File: config.mk
export PLATFORM = sky130hd
export DESIGN_NAME = max_priority_queue_slots
export DESIGN_NICKNAME = d
export VERILOG_FILES = /design/src/rtl/mpqs_pkg.sv /design/src/rtl/max_priority_queue_slots.sv
export SDC_FILE = /design/constraint.sdc
export NUM_CORES = 1
export LEC_CHECK = 0
export ABC_CLOCK_PERIOD_IN_PS = 4500
export BUFFER_PORTS_ARGS = -buffer_cell sky130_fd_sc_hd__buf_2
export CORE_MARGIN = 5
export CORE_UTILIZATION = 55
export CTS_CLUSTER_DIAMETER = 80
export DETAILED_ROUTE_END_ITERATION = 6
export PLACE_DENSITY = 0.82
export SYNTH_ARGS = -nofsm -noshare
export SYNTH_HDL_FRONTEND = slang
export SYNTH_SLANG_ARGS = --single-unit
File: constraint.sdc
create_clock -name clk -period 4.5 [get_ports clk]
set_input_delay 0.675 -clock clk [delete_from_list [all_inputs] [get_ports clk]]
set_output_delay 0.675 -clock clk [all_outputs]
set_load 0.01 [all_outputs]
File: src/rtl/mpqs_pkg.sv
`default_nettype none
package mpqs_pkg;

  localparam int SLOTS_DEF         = 16;
  localparam int KEY_WIDTH_DEF     = 16;
  localparam int PAYLOAD_WIDTH_DEF = 16;

  typedef enum logic {
    MODE_ADD  = 1'b0,
    MODE_POLL = 1'b1
  } mode_t;

  typedef enum logic [1:0] {
    STATUS_OK    = 2'd0,
    STATUS_FULL  = 2'd1,
    STATUS_EMPTY = 2'd2
  } status_t;

  typedef struct packed {
    mode_t       mode;
    logic [15:0] priority_req;
    logic [15:0] payload;
  } req_t;

  typedef struct packed {
    status_t     status;
    logic [15:0] out_priority;
    logic [15:0] out_payload;
    logic [4:0]  count;
  } rsp_t;

  typedef enum logic [1:0] {
    ST_IDLE,
    ST_FREE_SCAN,
    ST_RESCAN,
    ST_DRAIN
  } state_t;

endpackage
`default_nettype wire

File: src/rtl/max_priority_queue_slots.sv
`default_nettype none
// Latency: every accepted command gives its result (done high) in the cycle after the transfer.
// Add: busy afterwards for the forward search for the next free slot, one valid bit a cycle
//   (not busy at all when the add fills the queue or is refused).
// Poll: busy while the rescan reads every slot, one slot read a cycle, plus one compare drain,
//   so no new command is taken until the drain ends; a refused poll leaves the block ready at once.
// rst (synchronous) empties the queue; the receiver cannot stall results.
module max_priority_queue_slots #(
  parameter int SLOTS         = mpqs_pkg::SLOTS_DEF,
  parameter int KEY_WIDTH     = mpqs_pkg::KEY_WIDTH_DEF,
  parameter int PAYLOAD_WIDTH = mpqs_pkg::PAYLOAD_WIDTH_DEF
) (
  input  wire logic           clk,
  input  wire logic           rst,
  input  wire logic           start,
  output logic                busy,
  input  wire mpqs_pkg::req_t req,
  output logic                done,
  output mpqs_pkg::rsp_t      result
);

  localparam int IDXW = $clog2(SLOTS);
  localparam int CNTW = $clog2(SLOTS + 1);
  localparam logic [IDXW-1:0] LAST_IDX = IDXW'(SLOTS - 1);

  mpqs_pkg::state_t state, state_next;

  // Occupancy lives in flops so reset empties the queue at once.
  logic [SLOTS-1:0]         slot_valid;
  // Key/payload storage: one write port (add), one registered read port (rescan).
  logic [KEY_WIDTH-1:0]     slot_priority [SLOTS];
  logic [PAYLOAD_WIDTH-1:0] slot_payload  [SLOTS];

  // Copy of the current maximum entry, so a poll answers without a memory read.
  logic                     max_known;
  logic [IDXW-1:0]          max_slot;
  logic [KEY_WIDTH-1:0]     max_pri;
  logic [PAYLOAD_WIDTH-1:0] max_pay;

  logic [CNTW-1:0]          item_count;
  // Lowest free slot whenever the block is idle and the queue is not full.
  logic [IDXW-1:0]          next_free;
  // Shared walk counter: free-slot search after an add, slot rescan after a poll.
  logic [IDXW-1:0]          scan_idx;

  // Rescan read stage: registered memory data plus the slot it came from.
  logic                     cmp_en;
  logic                     rd_vld;
  logic [IDXW-1:0]          rd_idx;
  logic [KEY_WIDTH-1:0]     rd_pri;
  logic [PAYLOAD_WIDTH-1:0] rd_pay;

  logic                     accept;
  logic                     is_add;
  logic                     full;
  logic                     empty;
  logic                     add_ok;
  logic                     poll_ok;
  logic [KEY_WIDTH-1:0]     cmp_key;
  logic                     key_gt_max;
  logic                     add_takes_max;
  logic                     cmp_takes_max;
  logic [KEY_WIDTH-1:0]     key_in;
  logic [PAYLOAD_WIDTH-1:0] pay_in;
  logic [CNTW-1:0]          count_after;

  assign accept  = start && !busy;
  assign is_add  = (req.mode == mpqs_pkg::MODE_ADD);
  assign full    = (item_count == CNTW'(SLOTS));
  assign empty   = (item_count == '0) || !max_known;
  assign add_ok  = is_add && !full;
  assign poll_ok = !is_add && !empty;
  assign key_in  = KEY_WIDTH'(req.priority_req);
  assign pay_in  = PAYLOAD_WIDTH'(req.payload);

  // One comparator against the held maximum: the incoming key while idle,
  // the slot read back while rescanning.
  assign cmp_key    = cmp_en ? rd_pri : key_in;
  assign key_gt_max = (cmp_key > max_pri);

  // An add displaces the maximum only on a strictly greater key.
  assign add_takes_max = !max_known || key_gt_max;
  // Rescan: first valid slot wins, later ones only when strictly greater.
  assign cmp_takes_max = cmp_en && rd_vld && (!max_known || key_gt_max);

  always_comb begin
    if (add_ok) begin
      count_after = item_count + CNTW'(1);
    end else if (poll_ok) begin
      count_after = item_count - CNTW'(1);
    end else begin
      count_after = item_count;
    end
  end

  // State register
  always_ff @(posedge clk) begin
    if (rst) begin
      state <= mpqs_pkg::ST_IDLE;
    end else begin
      state <= state_next;
    end
  end

  // Sequencer
  always_comb begin
    state_next = state;
    busy       = (state != mpqs_pkg::ST_IDLE);
    unique case (state)
      mpqs_pkg::ST_IDLE: begin
        if (accept) begin
          if (add_ok && (count_after != CNTW'(SLOTS))) begin
            state_next = mpqs_pkg::ST_FREE_SCAN;
          end else if (poll_ok) begin
            state_next = mpqs_pkg::ST_RESCAN;
          end
        end
      end
      mpqs_pkg::ST_FREE_SCAN: begin
        if (!slot_valid[scan_idx]) begin
          state_next = mpqs_pkg::ST_IDLE;
        end
      end
      mpqs_pkg::ST_RESCAN: begin
        if (scan_idx == LAST_IDX) begin
          state_next = mpqs_pkg::ST_DRAIN;
        end
      end
      mpqs_pkg::ST_DRAIN: begin
        state_next = mpqs_pkg::ST_IDLE;
      end
      default: begin
        state_next = mpqs_pkg::ST_IDLE;
      end
    endcase
  end

  // Control registers
  always_ff @(posedge clk) begin
    if (rst) begin
      slot_valid <= '0;
      max_known  <= 1'b0;
      max_slot   <= '0;
      item_count <= '0;
      next_free  <= '0;
      scan_idx   <= '0;
      cmp_en     <= 1'b0;
      done       <= 1'b0;
    end else begin
      done   <= accept;
      cmp_en <= (state == mpqs_pkg::ST_RESCAN);
      case (state)
        mpqs_pkg::ST_IDLE: begin
          if (accept) begin
            item_count <= count_after;
            if (add_ok) begin
              slot_valid[next_free] <= 1'b1;
              scan_idx              <= next_free + IDXW'(1);
              if (add_takes_max) begin
                max_known <= 1'b1;
                max_slot  <= next_free;
              end
            end else if (poll_ok) begin
              slot_valid[max_slot] <= 1'b0;
              // Coming from full, next_free is stale: the freed slot is the only free one.
              if (full || (max_slot < next_free)) begin
                next_free <= max_slot;
              end
              max_known <= 1'b0;
              max_slot  <= '0;
              scan_idx  <= '0;
            end
          end
        end
        mpqs_pkg::ST_FREE_SCAN: begin
          if (!slot_valid[scan_idx]) begin
            next_free <= scan_idx;
          end else begin
            scan_idx <= scan_idx + IDXW'(1);
          end
        end
        mpqs_pkg::ST_RESCAN: begin
          scan_idx <= scan_idx + IDXW'(1);
        end
        default: begin
        end
      endcase
      if (cmp_takes_max) begin
        max_known <= 1'b1;
        max_slot  <= rd_idx;
      end
    end
  end

  // Storage and payload registers (no reset needed)
  always_ff @(posedge clk) begin
    if ((state == mpqs_pkg::ST_IDLE) && accept && add_ok) begin
      slot_priority[next_free] <= key_in;
      slot_payload[next_free]  <= pay_in;
      if (add_takes_max) begin
        max_pri <= key_in;
        max_pay <= pay_in;
      end
    end
    if (cmp_takes_max) begin
      max_pri <= rd_pri;
      max_pay <= rd_pay;
    end
    rd_pri <= slot_priority[scan_idx];
    rd_pay <= slot_payload[scan_idx];
    rd_vld <= slot_valid[scan_idx];
    rd_idx <= scan_idx;
    if (accept) begin
      result.count <= 5'(count_after);
      if (poll_ok) begin
        result.status       <= mpqs_pkg::STATUS_OK;
        result.out_priority <= 16'(max_pri);
        result.out_payload  <= 16'(max_pay);
      end else begin
        result.out_priority <= '0;
        result.out_payload  <= '0;
        if (add_ok) begin
          result.status <= mpqs_pkg::STATUS_OK;
        end else if (is_add) begin
          result.status <= mpqs_pkg::STATUS_FULL;
        end else begin
          result.status <= mpqs_pkg::STATUS_EMPTY;
        end
      end
    end
  end

  // Every transfer yields exactly one result, in the following cycle.
  a_result_follows: assert property (@(posedge clk) disable iff (rst)
    accept |=> done)
    else $error("transfer without result");

  a_no_stray_result: assert property (@(posedge clk) disable iff (rst)
    done |-> $past(accept))
    else $error("result without transfer");

  // While idle, stored elements always have a known maximum.
  a_max_known: assert property (@(posedge clk) disable iff (rst)
    (state == mpqs_pkg::ST_IDLE) && (item_count != '0) |-> max_known)
    else $error("elements stored but no maximum tracked");

  // Free slot index names a free slot whenever an add could use it.
  a_next_free: assert property (@(posedge clk) disable iff (rst)
    (state == mpqs_pkg::ST_IDLE) && !full |-> !slot_valid[next_free])
    else $error("free slot index names an occupied slot");

endmodule
`default_nettype wire

==> run_results.csv <==
group,metric,value,unit
run,drv_cap,0,
layout,seqCellArea,19000,um2
floorplanning,dieArea,51500,um2
synth,yosysUniqueCellTypes,54,
routing,num_vias,12800,
placement,hpwl,32200,um
placement,place_area,27200,um2
worst_setup_path,crit_slowest_cell,"or4_1",
worst_setup_path,crit_chain,"buf_4, mux2_2, ha_1, nor2b_1, o211ai_1, a211oi_1, or4_1, nand2_4, a21o_2, buf_4, mux2_2",
clock_network,root_buffer,"clkbuf_16",
layout,design_area,29300,um2
global_route,grt_overflow_total,0,
clock_network,postCtsSetupBuffers,0,
timing,max_freq,247,MHz
synth,yosysMostFrequentCell,"edfxtp_1",
outcome,outcome,"finished, final reports clean",
timing,fin_skew,0.00968,ns
timing,worstMarginPinSlew,1.15,ns
worst_hold_path,hp-class,"in -> reg",
routing,drt-total-wl,57600,um
routing,via_per_inst,6.25,
power_and_ir_drop,p_int,0.0117,W
global_route,grt_pass1_wl,86400,um
layout,fin_nets,1453,
global_route,grt_pass1_vias,13400,
clock_network,cts_made_buffers,59,
global_route,grt_use_total,0.228,
worst_setup_path,crit_type,"reg -> reg",
routing,drtIter0Drc,1603,
power_and_ir_drop,p_seq_frac,0.476,
worst_setup_path,worstPathRequired,4.86,ns
synth,yosys-top-cells-area,"edfxtp_1 (68%), mux4_2 (14%), dfxtp_1 (5.8%), mux2_4 (1.7%), ha_1 (1.5%)",
clock_network,clk_pin_slew,0.07,ns
synth,synth_nets,1346,
routing,route.detailed.drc,0,
floorplanning,io_pins,77,
timing,holdWs,0.441,ns
timing,grt_setup_unrepaired,"no",
timing,period_minus_slack,4.05,ns
clock_network,clock_path_buffers,3,
synth,synth_commonest_cells,"edfxtp_1 (583), mux4_2 (165), dfxtp_1 (75)",
power_and_ir_drop,p_leak,9.57,nW
clock_network,holdBufCountCts,0,
timing,setup_violations,0,
layout,fill_cells,2996,
routing,wl_per_cell,28.1,um
synth,synth_edf_count,583,
synth,synth_seq_cells,658,
synth,async_reset_ff_frac,0,
floorplanning,design.core.area,46600,um2
timing,finalSetupTns,0,ns
floorplanning,num_rows,79,
worst_setup_path,cp_top_family,"simple AND/OR/NAND/NOR gates",
synth,synth_area_leader_cell,"edfxtp_1",
global_route,grt_max_degree,54,
routing,final_antenna_net_count,0,
power_and_ir_drop,switchingPower,0.00409,W
worst_setup_path,cp-end-kind,"register",
floorplanning,start_util,0.556,
placement,gp_congestion,0.827,
routing,first_pass_iters,5,
clock_network,clock_latency,0.62,ns
synth,synth_top_area_share,0.677,
power_and_ir_drop,netSwitchingFraction,0.258,
power_and_ir_drop,pwr-share-comb,0.194,
timing,relSlewSlack,0.231,
worst_setup_path,crit_arrival,4.41,ns
synth,syn_inst,1280,
clock_network,cts_htree_levels,2,
power_and_ir_drop,vdd_drop_max,0.413,mV
power_and_ir_drop,powerDensity,540,nW/um2
layout,area_growth,13.3,%
floorplanning,die_y,227,um
layout,post-route-util,0.629,
clock_network,cts_tree,"built",
layout,multiInputGateArea,6530,um2
synth,synth.cell_area,25900,um2
power_and_ir_drop,p_clk_frac,0.330,
synth,syn_area_per_cell,20.2,um2
synth,synth_ff_type,"edfxtp_1",
global_route,antenna_found_initial,4,
placement,port_buffers,76,
worst_setup_path,cp_slowest_stage_delay,0.69,ns
worst_setup_path,path_buf_inv,2,
timing,finalCritPeriodShare,0.900,
timing,finalHoldViolations,0,
synth,yosysSeqAreaShare,0.735,
worst_setup_path,start_kind,"register",
clock_network,numClockSinks,658,
layout,drive_gt1_frac,0.316,
floorplanning,die_x,227,um
clock_network,cts_resized,0,
timing,final_max_slew_viol_count,0,
worst_setup_path,path_max_fanout,19,
synth,yosys_warnings,0,
## logic make-up (layout without fill, tap and decap cells)
kind of cell	count (synthesis)	count (layout)	share of synthesized area
AOI/OAI and AO/OA	66	66	0.0172
xor gates and xnor gates	10	10	0.00339
adders and majority gates	30	30	0.0145
buffers and inverters	98	256	0.0176
DFF	658	658	0.735
muxes	236	236	0.178
other	0	5	0
and+or+nand+nor	182	182	0.0347
## stage by stage
step	total power (W)	instances	setup WS [ns]
floorplan	0.00978	1280	0.283
global placement	0.0106	1933	0.498
detailed placement	0.0107	1933	0.416
CTS	0.0159	2045	0.446
global route	0.0164	2046	0.350
finish	0.0158	2050	0.449
## power by group through the flow
| stage | Combinational, W | Clock [W] | Sequential [W] |
|---|---|---|---|
| after floorplan | 0.00234 | 0 | 0.00745 |
| after global placement | 0.00297 | 0 | 0.00763 |
| after detailed placement | 0.00305 | 0 | 0.00765 |
| after CTS | 0.00310 | 0.00527 | 0.00754 |
| after global routing | 0.00330 | 0.00554 | 0.00759 |
| final | 0.00307 | 0.00521 | 0.00753 |
## registers in the layout, indices dropped and copies added (netlist names), 5 cells and up
register and cells:
max_pri 16, item_count 5, slot_payload 256, result 39, slot_valid 16, rd_pay 16
max_pay 16, rd_pri 16, slot_priority 256
## worst register-to-register path, stage by stage (launching register included)
cell and delay [ns]:
dfxtp_1 0.62, buf_4 0.27, mux2_2 0.36, ha_1 0.29, nor2b_1 0.14, o211ai_1 0.19, a211oi_1 0.13, or4_1 0.69
nand2_4 0.15, a21o_2 0.14, buf_4 0.39, mux2_2 0.42
## layout make-up
class	count	area share
sequential	658	0.649
multi-input combinational	524	0.223
clock buffer	83	0.0590
timing repair buffer	112	0.0278
tap	607	0.0259
clock inverter	29	0.0107
inverter	32	0.00410
antenna	5	0.000427
## per-layer routing
metal	up-vias	part of all wire	global-route usage
met3	90	0.075	0.0413
met1	6727	0.39	0.310
met2	597	0.51	0.389
met5	-	0.00021	0
met4	2	0.022	0.0600
li1	5406	-	-
## placed cells by master, fill, tap and decap left out, types with 5 or more instances in the layout
| cell | n |
|---|---|
| edfxtp_1 | 583 |
| mux4_2 | 165 |
| buf_2 | 76 |
| dfxtp_1 | 71 |
| clkbuf_16 | 61 |
| nor2_1 | 57 |
| inv_1 | 31 |
| ha_1 | 30 |
| mux2_4 | 29 |
| nand2_1 | 28 |
| mux2i_1 | 24 |
| buf_4 | 23 |
| and2_1 | 20 |
| a21oi_1 | 19 |
| mux2_2 | 18 |
| nor3_1 | 15 |
| o22ai_1 | 15 |
| buf_12 | 13 |
| nor2_4 | 12 |
| clkbuf_8 | 12 |
| clkbuf_1 | 10 |
| clkinv_2 | 10 |
| a211oi_1 | 9 |
| xnor2_1 | 8 |
| nand3_1 | 7 |
| clkinv_1 | 7 |
| nor2b_1 | 6 |
| bufinv_16 | 6 |
| diode_2 | 5 |
| nand4_1 | 5 |
| nor4_1 | 5 |
| clkinvlp_4 | 5 |
## worst paths after layout
check | to | slack, ns | depth (start not counted) | from
hold reg to reg | slot_valid[2] | 0.49 | 2 | slot_valid[2]
setup / recovery | max_pay[0] | 0.45 | 11 | cmp_en
hold / removal | slot_payload[9][7] | 0.44 | 1 | req[7]
setup reg to reg | max_pay[0] | 0.45 | 11 | cmp_en
Power figures use the tool's default switching activity.
